==> config.mk <==
export PLATFORM = sky130hd
export DESIGN_NAME = thermal_settling_detector_core
export DESIGN_NICKNAME = d
export VERILOG_FILES = /design/src/rtl/tsd_pkg.sv /design/src/rtl/thermal_settling_detector_core.sv /design/src/rtl/tsd_ram.sv /design/src/rtl/tsd_div.sv
export SDC_FILE = /design/constraint.sdc
export NUM_CORES = 2
export LEC_CHECK = 0
export BUFFER_PORTS_ARGS = -buffer_cell sky130_fd_sc_hd__buf_2
export CELL_PAD_IN_SITES_DETAIL_PLACEMENT = 2
export CELL_PAD_IN_SITES_GLOBAL_PLACEMENT = 2
export CORE_MARGIN = 1.5
export CORE_UTILIZATION = 35
export CTS_BUF_LIST = sky130_fd_sc_hd__clkbuf_4
export DETAILED_ROUTE_END_ITERATION = 10
export HOLD_SLACK_MARGIN = 0.12
export PLACE_DENSITY_LB_ADDON = 0.1
export SETUP_SLACK_MARGIN = 0.3
export SYNTH_ARGS = -nofsm -noshare
export SYNTH_HDL_FRONTEND = slang
export SYNTH_SLANG_ARGS = --single-unit
==> constraint.sdc <==
create_clock -name i_clk -period 9.2 [get_ports i_clk]
set_clock_uncertainty 0.1 [all_clocks]
set_input_delay 0 -clock i_clk [delete_from_list [all_inputs] [get_ports i_clk]]
set_output_delay 0 -clock i_clk [all_outputs]
set_load 0.01 [all_outputs]
==> src/rtl/tsd_pkg.sv <==
package tsd_pkg;

    // sliding window depth and lag ring depth
    localparam int WINDOW = 60;
    localparam int LAG    = 20;

    // field widths
    localparam int ObjW    = 17;
    localparam int AmbW    = 15;
    localparam int DriftW  = 16;
    localparam int StatusW = 2;
    localparam int OffW    = 11;
    localparam int ThrW    = 10;
    localparam int LimW    = 11;

    // derived storage widths
    localparam int SumW   = ObjW + $clog2(WINDOW);
    localparam int SHeadW = $clog2(WINDOW);
    localparam int SCntW  = $clog2(WINDOW + 1);
    localparam int AHeadW = (LAG > 1) ? $clog2(LAG) : 1;
    localparam int ACntW  = $clog2(LAG + 1);

    // divider step counter, counts down one quotient bit per cycle
    localparam int DivStepW = $clog2(SumW + 1);

    // valid object sample range, hundredths of a degree
    localparam logic signed [ObjW-1:0] ObjMin = -17'sd2000;
    localparam logic signed [ObjW-1:0] ObjMax = 17'sd38000;

    // reset values of the settings
    localparam logic signed [AmbW-1:0] AmbRefReset = 15'sd2300;
    localparam logic signed [OffW-1:0] OffReset    = 11'sd0;
    localparam logic [ThrW-1:0]        ThrReset    = 10'd10;
    localparam logic [LimW-1:0]        LimReset    = 11'd100;

    // configuration port
    localparam int CfgIdxW  = 3;
    localparam int CfgDataW = 15;

    localparam logic [CfgIdxW-1:0] CFG_AMB_REF   = 3'd0;
    localparam logic [CfgIdxW-1:0] CFG_CORE_OFF  = 3'd1;
    localparam logic [CfgIdxW-1:0] CFG_THRESHOLD = 3'd2;
    localparam logic [CfgIdxW-1:0] CFG_DRIFT_LIM = 3'd3;

    // status codes
    localparam logic [StatusW-1:0] ST_INVALID  = 2'd0;
    localparam logic [StatusW-1:0] ST_SETTLING = 2'd1;
    localparam logic [StatusW-1:0] ST_SETTLED  = 2'd2;
    localparam logic [StatusW-1:0] ST_DRIFT    = 2'd3;

    typedef enum logic [2:0] {
        S_IDLE,
        S_READ,
        S_SUM,
        S_DIV,
        S_FIN
    } t_state;

endpackage

==> src/rtl/thermal_settling_detector_core.sv <==
// thermal settling detector: each input beat carries one object and one ambient sample in
// hundredths of a degree C. a sample with a failed read or outside -20..380 C returns a beat
// with status invalid and all other fields zero, and leaves the history untouched. a good
// sample enters a 60 deep window (running sum), the truncated window average enters a 20 deep
// lag ring, and once that ring is full the slope against the average 20 samples back decides
// settled (|slope| <= threshold); settled with |ambient - reference| > limit reports drift.
// core estimate is average plus offset. the average comes from a restoring divider that
// makes one quotient bit per cycle; ready returns once the result register is free, and for
// a good sample only after the divide. one item is in work at a time; the result sits in an
// output register so the next beat can be accepted while it waits. the user must write settings
// through the cfg port only while the block is idle; the block itself does not enforce it.
module thermal_settling_detector_core (
    input  logic                                   i_clk,
    input  logic                                   i_rst_n,
    // configuration writes
    input  logic                                   i_cfg_we,
    input  logic [tsd_pkg::CfgIdxW-1:0]            i_cfg_index,
    input  logic [tsd_pkg::CfgDataW-1:0]           i_cfg_data,
    // sample channel
    input  logic                                   i_in_valid,
    output logic                                   o_in_ready,
    input  logic signed [tsd_pkg::ObjW-1:0]        i_obj_temp,
    input  logic                                   i_obj_ok,
    input  logic signed [tsd_pkg::AmbW-1:0]        i_ambient_temp,
    // result channel
    output logic                                   o_out_valid,
    input  logic                                   i_out_ready,
    output logic [tsd_pkg::StatusW-1:0]            o_status,
    output logic signed [tsd_pkg::ObjW-1:0]        o_window_average,
    output logic signed [tsd_pkg::ObjW-1:0]        o_slope,
    output logic                                   o_slope_valid,
    output logic signed [tsd_pkg::DriftW-1:0]      o_ambient_drift,
    output logic signed [tsd_pkg::ObjW-1:0]        o_core_estimate
);

    // sequencer
    tsd_pkg::t_state r_state;
    tsd_pkg::t_state n_state;

    // settings
    logic signed [tsd_pkg::AmbW-1:0]   r_amb_ref;
    logic signed [tsd_pkg::OffW-1:0]   r_core_off;
    logic [tsd_pkg::ThrW-1:0]          r_threshold;
    logic [tsd_pkg::LimW-1:0]          r_drift_lim;

    // captured beat
    logic signed [tsd_pkg::ObjW-1:0]   r_obj;
    logic signed [tsd_pkg::AmbW-1:0]   r_amb;
    logic                              r_bad;

    // window and lag ring bookkeeping
    logic [tsd_pkg::SHeadW-1:0]        r_s_head;
    logic [tsd_pkg::SCntW-1:0]         r_s_count;
    logic signed [tsd_pkg::SumW-1:0]   r_s_sum;
    logic [tsd_pkg::AHeadW-1:0]        r_a_head;
    logic [tsd_pkg::ACntW-1:0]         r_a_count;

    // result register
    logic                              r_out_valid;
    logic [tsd_pkg::StatusW-1:0]       r_status;
    logic signed [tsd_pkg::ObjW-1:0]   r_avg;
    logic signed [tsd_pkg::ObjW-1:0]   r_slope;
    logic                              r_slope_valid;
    logic signed [tsd_pkg::DriftW-1:0] r_drift;
    logic signed [tsd_pkg::ObjW-1:0]   r_core;

    // sequencer controls
    logic s_in_ready;
    logic s_div_start;
    logic s_s_we;
    logic s_a_we;
    logic s_out_load;
    logic s_out_free;

    // datapath
    logic                              s_accept;
    logic                              s_in_bad;
    logic [tsd_pkg::ObjW-1:0]          s_s_rdata;
    logic [tsd_pkg::ObjW-1:0]          s_a_rdata;
    logic                              s_s_full;
    logic signed [tsd_pkg::SumW-1:0]   s_old;
    logic signed [tsd_pkg::SumW-1:0]   s_sum_new;
    logic [tsd_pkg::SCntW-1:0]         s_count_new;
    logic                              s_div_done;
    logic signed [tsd_pkg::SumW-1:0]   s_quot;
    logic signed [tsd_pkg::ObjW-1:0]   s_avg;
    logic                              s_slope_valid;
    logic signed [tsd_pkg::ObjW-1:0]   s_slope_raw;
    logic signed [tsd_pkg::ObjW-1:0]   s_slope;
    logic [tsd_pkg::ObjW-1:0]          s_slope_mag;
    logic signed [tsd_pkg::DriftW-1:0] s_drift;
    logic [tsd_pkg::DriftW-1:0]        s_drift_mag;
    logic signed [tsd_pkg::ObjW-1:0]   s_core;
    logic                              s_settled;
    logic                              s_warn;
    logic [tsd_pkg::StatusW-1:0]       s_status;

    assign s_accept   = i_in_valid && s_in_ready;
    assign s_out_free = !r_out_valid || i_out_ready;
    assign s_in_bad   = !i_obj_ok || (i_obj_temp < tsd_pkg::ObjMin)
                        || (i_obj_temp > tsd_pkg::ObjMax);

    // ---------------------------------------------------------------------
    // next state
    // ---------------------------------------------------------------------
    always_comb begin
        n_state = r_state;
        case (r_state)
            tsd_pkg::S_IDLE: begin
                if (s_accept) begin
                    n_state = s_in_bad ? tsd_pkg::S_FIN : tsd_pkg::S_READ;
                end
            end
            tsd_pkg::S_READ: begin
                n_state = tsd_pkg::S_SUM;
            end
            tsd_pkg::S_SUM: begin
                n_state = tsd_pkg::S_DIV;
            end
            tsd_pkg::S_DIV: begin
                if (s_div_done) begin
                    n_state = tsd_pkg::S_FIN;
                end
            end
            tsd_pkg::S_FIN: begin
                if (s_out_free) begin
                    n_state = tsd_pkg::S_IDLE;
                end
            end
            default: begin
                n_state = tsd_pkg::S_IDLE;
            end
        endcase
    end

    // ---------------------------------------------------------------------
    // sequencer outputs
    // ---------------------------------------------------------------------
    always_comb begin
        s_in_ready  = 1'b0;
        s_div_start = 1'b0;
        s_s_we      = 1'b0;
        s_a_we      = 1'b0;
        s_out_load  = 1'b0;
        case (r_state)
            tsd_pkg::S_IDLE: begin
                s_in_ready = 1'b1;
            end
            tsd_pkg::S_SUM: begin
                // old window entry is on the ram output now
                s_s_we      = 1'b1;
                s_div_start = 1'b1;
            end
            tsd_pkg::S_FIN: begin
                // hold here until the result register can take the beat
                s_out_load = s_out_free;
                s_a_we     = s_out_free && !r_bad;
            end
            default: begin
            end
        endcase
    end

    always_ff @(posedge i_clk) begin
        if (!i_rst_n) begin
            r_state <= tsd_pkg::S_IDLE;
        end else begin
            r_state <= n_state;
        end
    end

    // ---------------------------------------------------------------------
    // settings
    // ---------------------------------------------------------------------
    always_ff @(posedge i_clk) begin
        if (!i_rst_n) begin
            r_amb_ref   <= tsd_pkg::AmbRefReset;
            r_core_off  <= tsd_pkg::OffReset;
            r_threshold <= tsd_pkg::ThrReset;
            r_drift_lim <= tsd_pkg::LimReset;
        end else if (i_cfg_we) begin
            case (i_cfg_index)
                tsd_pkg::CFG_AMB_REF:   r_amb_ref   <= i_cfg_data[tsd_pkg::AmbW-1:0];
                tsd_pkg::CFG_CORE_OFF:  r_core_off  <= i_cfg_data[tsd_pkg::OffW-1:0];
                tsd_pkg::CFG_THRESHOLD: r_threshold <= i_cfg_data[tsd_pkg::ThrW-1:0];
                tsd_pkg::CFG_DRIFT_LIM: r_drift_lim <= i_cfg_data[tsd_pkg::LimW-1:0];
                default: begin
                end
            endcase
        end
    end

    // capture of the accepted beat
    always_ff @(posedge i_clk) begin
        if (s_accept) begin
            r_obj <= i_obj_temp;
            r_amb <= i_ambient_temp;
            r_bad <= s_in_bad;
        end
    end

    // ---------------------------------------------------------------------
    // sample window: ring in ram, running sum in a register
    // ---------------------------------------------------------------------
    tsd_ram #(
        .WIDTH (tsd_pkg::ObjW),
        .DEPTH (tsd_pkg::WINDOW)
    ) u_sample_ram (
        .i_clk   (i_clk),
        .i_we    (s_s_we),
        .i_waddr (r_s_head),
        .i_wdata (r_obj),
        .i_raddr (r_s_head),
        .o_rdata (s_s_rdata)
    );

    assign s_s_full    = r_s_count == tsd_pkg::SCntW'(tsd_pkg::WINDOW);
    // oldest sample drops out once the window is full
    assign s_old       = s_s_full ? tsd_pkg::SumW'($signed(s_s_rdata)) : '0;
    assign s_sum_new   = r_s_sum - s_old + tsd_pkg::SumW'(r_obj);
    assign s_count_new = s_s_full ? r_s_count : r_s_count + 1'b1;

    always_ff @(posedge i_clk) begin
        if (!i_rst_n) begin
            r_s_head  <= '0;
            r_s_count <= '0;
            r_s_sum   <= '0;
        end else if (s_s_we) begin
            r_s_head  <= (r_s_head == tsd_pkg::SHeadW'(tsd_pkg::WINDOW - 1))
                         ? '0 : r_s_head + 1'b1;
            r_s_count <= s_count_new;
            r_s_sum   <= s_sum_new;
        end
    end

    // window average: sum over count, one quotient bit per cycle
    tsd_div u_div (
        .i_clk      (i_clk),
        .i_rst_n    (i_rst_n),
        .i_start    (s_div_start),
        .i_dividend (s_sum_new),
        .i_divisor  (s_count_new),
        .o_done     (s_div_done),
        .o_quotient (s_quot)
    );

    // ---------------------------------------------------------------------
    // lag ring of averages
    // ---------------------------------------------------------------------
    tsd_ram #(
        .WIDTH (tsd_pkg::ObjW),
        .DEPTH (tsd_pkg::LAG)
    ) u_average_ram (
        .i_clk   (i_clk),
        .i_we    (s_a_we),
        .i_waddr (r_a_head),
        .i_wdata (s_avg),
        .i_raddr (r_a_head),
        .o_rdata (s_a_rdata)
    );

    always_ff @(posedge i_clk) begin
        if (!i_rst_n) begin
            r_a_head  <= '0;
            r_a_count <= '0;
        end else if (s_a_we) begin
            r_a_head  <= (r_a_head == tsd_pkg::AHeadW'(tsd_pkg::LAG - 1))
                         ? '0 : r_a_head + 1'b1;
            if (!s_slope_valid) begin
                r_a_count <= r_a_count + 1'b1;
            end
        end
    end

    // ---------------------------------------------------------------------
    // result fields
    // ---------------------------------------------------------------------
    assign s_avg         = s_quot[tsd_pkg::ObjW-1:0];
    assign s_slope_valid = r_a_count == tsd_pkg::ACntW'(tsd_pkg::LAG);
    assign s_slope_raw   = s_avg - $signed(s_a_rdata);
    assign s_slope       = s_slope_valid ? s_slope_raw : '0;
    assign s_slope_mag   = s_slope[tsd_pkg::ObjW-1] ? (-s_slope) : s_slope;
    assign s_drift       = tsd_pkg::DriftW'(r_amb) - tsd_pkg::DriftW'(r_amb_ref);
    assign s_drift_mag   = s_drift[tsd_pkg::DriftW-1] ? (-s_drift) : s_drift;
    assign s_core        = s_avg + tsd_pkg::ObjW'(r_core_off);

    assign s_settled = s_slope_valid
                       && (s_slope_mag <= tsd_pkg::ObjW'(r_threshold));
    assign s_warn    = s_drift_mag > tsd_pkg::DriftW'(r_drift_lim);

    always_comb begin
        if (!s_settled) begin
            s_status = tsd_pkg::ST_SETTLING;
        end else if (s_warn) begin
            s_status = tsd_pkg::ST_DRIFT;
        end else begin
            s_status = tsd_pkg::ST_SETTLED;
        end
    end

    // output register, parts the result side from the sequencer
    always_ff @(posedge i_clk) begin
        if (!i_rst_n) begin
            r_out_valid <= 1'b0;
        end else if (s_out_load) begin
            r_out_valid <= 1'b1;
        end else if (i_out_ready) begin
            r_out_valid <= 1'b0;
        end
    end

    always_ff @(posedge i_clk) begin
        if (s_out_load) begin
            if (r_bad) begin
                // rejected sample: status invalid, all else zero
                r_status      <= tsd_pkg::ST_INVALID;
                r_avg         <= '0;
                r_slope       <= '0;
                r_slope_valid <= 1'b0;
                r_drift       <= '0;
                r_core        <= '0;
            end else begin
                r_status      <= s_status;
                r_avg         <= s_avg;
                r_slope       <= s_slope;
                r_slope_valid <= s_slope_valid;
                r_drift       <= s_drift;
                r_core        <= s_core;
            end
        end
    end

    assign o_in_ready       = s_in_ready;
    assign o_out_valid      = r_out_valid;
    assign o_status         = r_status;
    assign o_window_average = r_avg;
    assign o_slope          = r_slope;
    assign o_slope_valid    = r_slope_valid;
    assign o_ambient_drift  = r_drift;
    assign o_core_estimate  = r_core;

`ifndef ASSERT_OFF
    // one sample in work at a time
    a_one_in_flight: assert property (@(posedge i_clk) disable iff (!i_rst_n)
        (i_in_valid && o_in_ready) |=> !o_in_ready)
        else $error("sample beat accepted while another is in work");

    // window fill never passes the window depth
    a_count_bound: assert property (@(posedge i_clk) disable iff (!i_rst_n)
        r_s_count <= tsd_pkg::SCntW'(tsd_pkg::WINDOW))
        else $error("window count beyond depth");

    // divider finishes only while the sequencer waits for it
    a_div_done_state: assert property (@(posedge i_clk) disable iff (!i_rst_n)
        s_div_done |-> (r_state == tsd_pkg::S_DIV))
        else $error("divider done outside of divide state");

    // a rejected sample leaves the history alone and reports invalid
    a_bad_no_update: assert property (@(posedge i_clk) disable iff (!i_rst_n)
        (s_out_load && r_bad) |=> (o_status == tsd_pkg::ST_INVALID)
            && $stable(r_s_count) && $stable(r_a_count) && $stable(r_s_sum))
        else $error("rejected sample changed state or status");
`endif

endmodule

==> src/rtl/tsd_ram.sv <==
module tsd_ram #(
    parameter int WIDTH = 8,
    parameter int DEPTH = 16
) (
    input  logic                                      i_clk,
    input  logic                                      i_we,
    input  logic [((DEPTH > 1) ? $clog2(DEPTH) : 1)-1:0] i_waddr,
    input  logic [WIDTH-1:0]                          i_wdata,
    input  logic [((DEPTH > 1) ? $clog2(DEPTH) : 1)-1:0] i_raddr,
    output logic [WIDTH-1:0]                          o_rdata
);

    logic [WIDTH-1:0] r_mem [DEPTH];
    logic [WIDTH-1:0] r_rdata;

    always_ff @(posedge i_clk) begin
        if (i_we) begin
            r_mem[i_waddr] <= i_wdata;
        end
        r_rdata <= r_mem[i_raddr];
    end

    assign o_rdata = r_rdata;

endmodule

==> src/rtl/tsd_div.sv <==
module tsd_div (
    input  logic                               i_clk,
    input  logic                               i_rst_n,
    input  logic                               i_start,
    input  logic signed [tsd_pkg::SumW-1:0]    i_dividend,
    input  logic [tsd_pkg::SCntW-1:0]          i_divisor,
    output logic                               o_done,
    output logic signed [tsd_pkg::SumW-1:0]    o_quotient
);

    logic                           r_busy;
    logic                           r_done;
    logic [tsd_pkg::DivStepW-1:0]   r_step;
    logic [tsd_pkg::SCntW:0]        r_rem;
    logic [tsd_pkg::SumW-1:0]       r_quo;
    logic [tsd_pkg::SCntW-1:0]      r_div;
    logic                           r_neg;

    logic [tsd_pkg::SumW-1:0]       s_mag;
    logic [tsd_pkg::SCntW:0]        s_shift;
    logic [tsd_pkg::SCntW:0]        s_diff;
    logic                           s_fit;

    // magnitude of the dividend, restoring one bit per cycle
    assign s_mag   = i_dividend[tsd_pkg::SumW-1] ? (-i_dividend) : i_dividend;
    assign s_shift = {r_rem[tsd_pkg::SCntW-1:0], r_quo[tsd_pkg::SumW-1]};
    assign s_diff  = s_shift - {1'b0, r_div};
    assign s_fit   = s_shift >= {1'b0, r_div};

    always_ff @(posedge i_clk) begin
        if (!i_rst_n) begin
            r_busy <= 1'b0;
            r_done <= 1'b0;
            r_step <= '0;
        end else begin
            r_done <= 1'b0;
            if (i_start) begin
                r_busy <= 1'b1;
                r_step <= tsd_pkg::DivStepW'(tsd_pkg::SumW);
            end else if (r_busy) begin
                r_step <= r_step - 1'b1;
                if (r_step == tsd_pkg::DivStepW'(1)) begin
                    r_busy <= 1'b0;
                    r_done <= 1'b1;
                end
            end
        end
    end

    always_ff @(posedge i_clk) begin
        if (i_start) begin
            r_quo <= s_mag;
            r_rem <= '0;
            r_div <= i_divisor;
            r_neg <= i_dividend[tsd_pkg::SumW-1];
        end else if (r_busy) begin
            r_rem <= s_fit ? s_diff : s_shift;
            r_quo <= {r_quo[tsd_pkg::SumW-2:0], s_fit};
        end
    end

    // truncation toward zero: sign goes back on the magnitude quotient
    assign o_quotient = r_neg ? (-$signed(r_quo)) : $signed(r_quo);
    assign o_done     = r_done;

endmodule
==> results.cfg <==
[synthesis]
synth_area_leaders = edfxtp_1 67%, dfxtp_1 4.3%, a22oi_1 3.7%
synth_area_leader_cell = edfxtp_1
avgSynthCellArea_sq_um = 15.35
syn_inst = 4346
yosysTopAreaCellShare = 0.6720
yosysWarnings = 0
syn_area_sq_mm = 0.06672
async_flop_share = 0
yosysSeqAreaShare = 0.7149
synth-edff-count = 1493
synth_ff_type = edfxtp_1
yosysMostFrequentCell = edfxtp_1
synth_fp_nets = 4541
ys_top_cells_by_count = 1,493 x edfxtp_1, 330 x a22oi_1, 257 x nand2_1
ys_ff_latch = 1636
ys_types = 97

[min_path]
min_path_type = primary input to flop
worstHoldStart = i_cfg_index[1]

[floorplan]
die_w_um = 439.6
die_h_um = 439.6
ios = 128
initial_core_util = 0.3516
core-area_sq_mm = 0.1898
dieArea_sq_mm = 0.1933
std_cell_rows = 160

[timing]
fin_setup_tns_ns = 0
maxSlewViolCount = 0
max-slew-margin-rel = 0.1949
finalCritPeriodShare = 0.7984
tightest_slew_ns = 1.197
final_hold_viol_count = 0
fin_crit_ns = 7.345
whs_ns = 0.3395
setup_viol = 0
rsz0062_at_grt = no
fmax_ghz = 0.1361

[status]
status = complete, no violations

[detailed_routing]
drt_first_pass_iters = 5
drt_wl_total_mm = 234.8
wl_per_cell_um = 29.70
remaining_drc_errors = 0
vias_per_cell = 5.457
antenna_left = 0
first_iter_violations = 3084
vias = 43150

[global_routing]
grt_pass1_wl_mm = 337.6
grt_antenna_before_repair = 8
grt_max_degree = 81
grt_overflow = 0
grt_use_total = 0.2419
grt_pass1_vias = 47760

[layout]
fillers = 18710
areaGrowthSynthToFinish_pct = 18.42
final-seq-area_sq_mm = 0.04771
layout.nets = 5259
layout-drive-gt1-share = 0.2392
multi_input_area_sq_mm = 0.01793

[clocking]
cts.sinks = 1636
htree_levels = 5
insertion_delay_ns = 1.42
cts_tree = yes
cts-root-buf = clkbuf_4
cts_buffer_depth = 4
cts_buffers = 452
path_clk_slew_ns = 0.07

[worst_setup_path]
endpoint_kind = flop
crit_path_max_fanout = 24
worstPathRequired_ns = 10.06
reg2reg_from = u_div.r_quo[0]$_DFFE_PP_
timing_worst_setup_path_type = flop to flop
crit_path_start = u_div.r_quo[0]$_DFFE_PP_
cp.arrival_ns = 8.21
cp-start-kind = flop

[placement]
dp_hpwl_mm = 136.7
portBuffers = 127
routabilityCongestion = 0.7710

[power]
p_per_area_mw_per_mm2 = 212.5
leakagePower_uw = 0.02623
ir_drop_mv = 0.1450

[job]
drv_cap = 0
worst max-delay path, cell delays in order, from the launching register on:
cell and delay, ns:
edfxtp_1 0.82, inv_1 0.25, ha_1 0.36, a21boi_0 0.31, xor2_2 0.92, ha_1 0.50
o21ai_0 0.21, o21bai_1 0.26, and3_1 0.29, o2111a_1 0.21, o22ai_2 0.12, xnor2_4 0.32
nor2_1 0.15, o21ai_0 0.26, ha_1 0.29, nor2b_1 0.14, o21a_1 0.17, o21ai_0 0.17
a211o_1 0.16, o21ai_0 0.08, a31oi_1 0.19, o21ai_0 0.12, nand4b_1 0.23, nor3_1 0.23
a41oi_1 0.13
state kept, by name (all words and copies together) (netlist names), 10 cells and up:
name and cells:
u_sample_ram.r_mem 1020, u_average_ram.r_mem 340, r_s_sum 23, u_div.r_quo 23, o_core_estimate 17, o_slope 17
o_window_average 17, r_obj 17, u_average_ram.o_rdata 17, u_sample_ram.o_rdata 17, o_ambient_drift 16, r_amb 15
r_amb_ref 15, r_core_off 11, r_drift_lim 11, r_threshold 10
cell usage in the layout (no fill, tap or decap), drive strengths merged, types with 26 or more instances in the layout:
cell type,synthesis,routed
and2,29,29
edfxtp,1493,1493
inv,184,187
nor2,241,241
nand2,257,257
dfxtp,143,143
mux2,27,27
a22oi,330,330
nor2b,45,45
clkinv,0,85
ha,113,113
clkbuf,184,686
nor3,66,66
a41oi,59,59
a211oi,26,26
a31oi,75,75
xor2,39,39
mux2i,35,35
dlygate4sd3,0,198
mux4,105,105
xnor2,78,78
fa,26,26
a22o,68,68
a21oi,145,145
o21ai,116,116
buf,45,295
a221oi,72,72
nand3,45,45
path summary, 6_finish.rpt:
path,to,slack (ns),depth (start not counted)
min reg2reg,r_threshold[4]$_SDFFE_PN0P_,0.36,2
min,r_amb_ref[8]$_SDFFE_PN0P_,0.34,6
max reg2reg,o_status[0]$_SDFFCE_PP0P_,1.85,24
max,o_status[0]$_SDFFCE_PP0P_,1.85,24
layout make-up:
class | instances | share of cell area
Tap cell | 2511 | 0.03976
Clock buffer | 686 | 0.06518
Inverter | 184 | 0.008757
Sequential cell | 1636 | 0.6038
Clock inverter | 93 | 0.005384
Timing Repair Buffer | 493 | 0.04988
Multi-Input combinational cell | 2297 | 0.2270
Antenna cell | 7 | 0.0002217
power by group:
| part | total (uW) | internal (uW) | leakage (uW) | switching (uW) |
|---|---|---|---|---|
| combinational | 1800 | 620 | 0.00824 | 1180 |
| sequential | 8390 | 8310 | 0.0146 | 79.8 |
| clock | 6600 | 3420 | 0.00336 | 3180 |
repair_timing:
action,CTS,global route
endpoints found under the hold margin,470,0
hold buffers,199,0
setup buffers,0,0
gates resized for setup,0,0
through the flow:
stage	util	cell area [sq um]	total power (uW)	setup WS, ns	instances
floorplan	-	66720	9593	3.286	4346
global placement	0.3763	71420	10260	1.866	6922
detailed placement	0.3763	71420	10300	1.746	6922
CTS	0.4162	78990	16950	1.683	7900
global route	0.4163	79010	17540	1.132	7905
finish	0.4163	79010	16790	1.855	7907
logic make-up after synthesis:
| kind of cell | synth area share |
|---|---|
| DFF | 0.7149 |
| and+or+nand+nor | 0.06001 |
| xor gates and xnor gates | 0.01587 |
| muxes | 0.04525 |
| adders and majority gates | 0.02899 |
| buffers and inverters | 0.02333 |
| AOI/OAI and AO/OA | 0.1117 |
layer usage:
metal,share of wire,GRT usage,vias up
met5,0.000051,0,-
met4,0.032,0.08632,2
met3,0.044,0.03945,405
met2,0.51,0.4248,1229
met1,0.41,0.2995,22700
li1,-,-,18810
(Power assumes the default switching activity.)
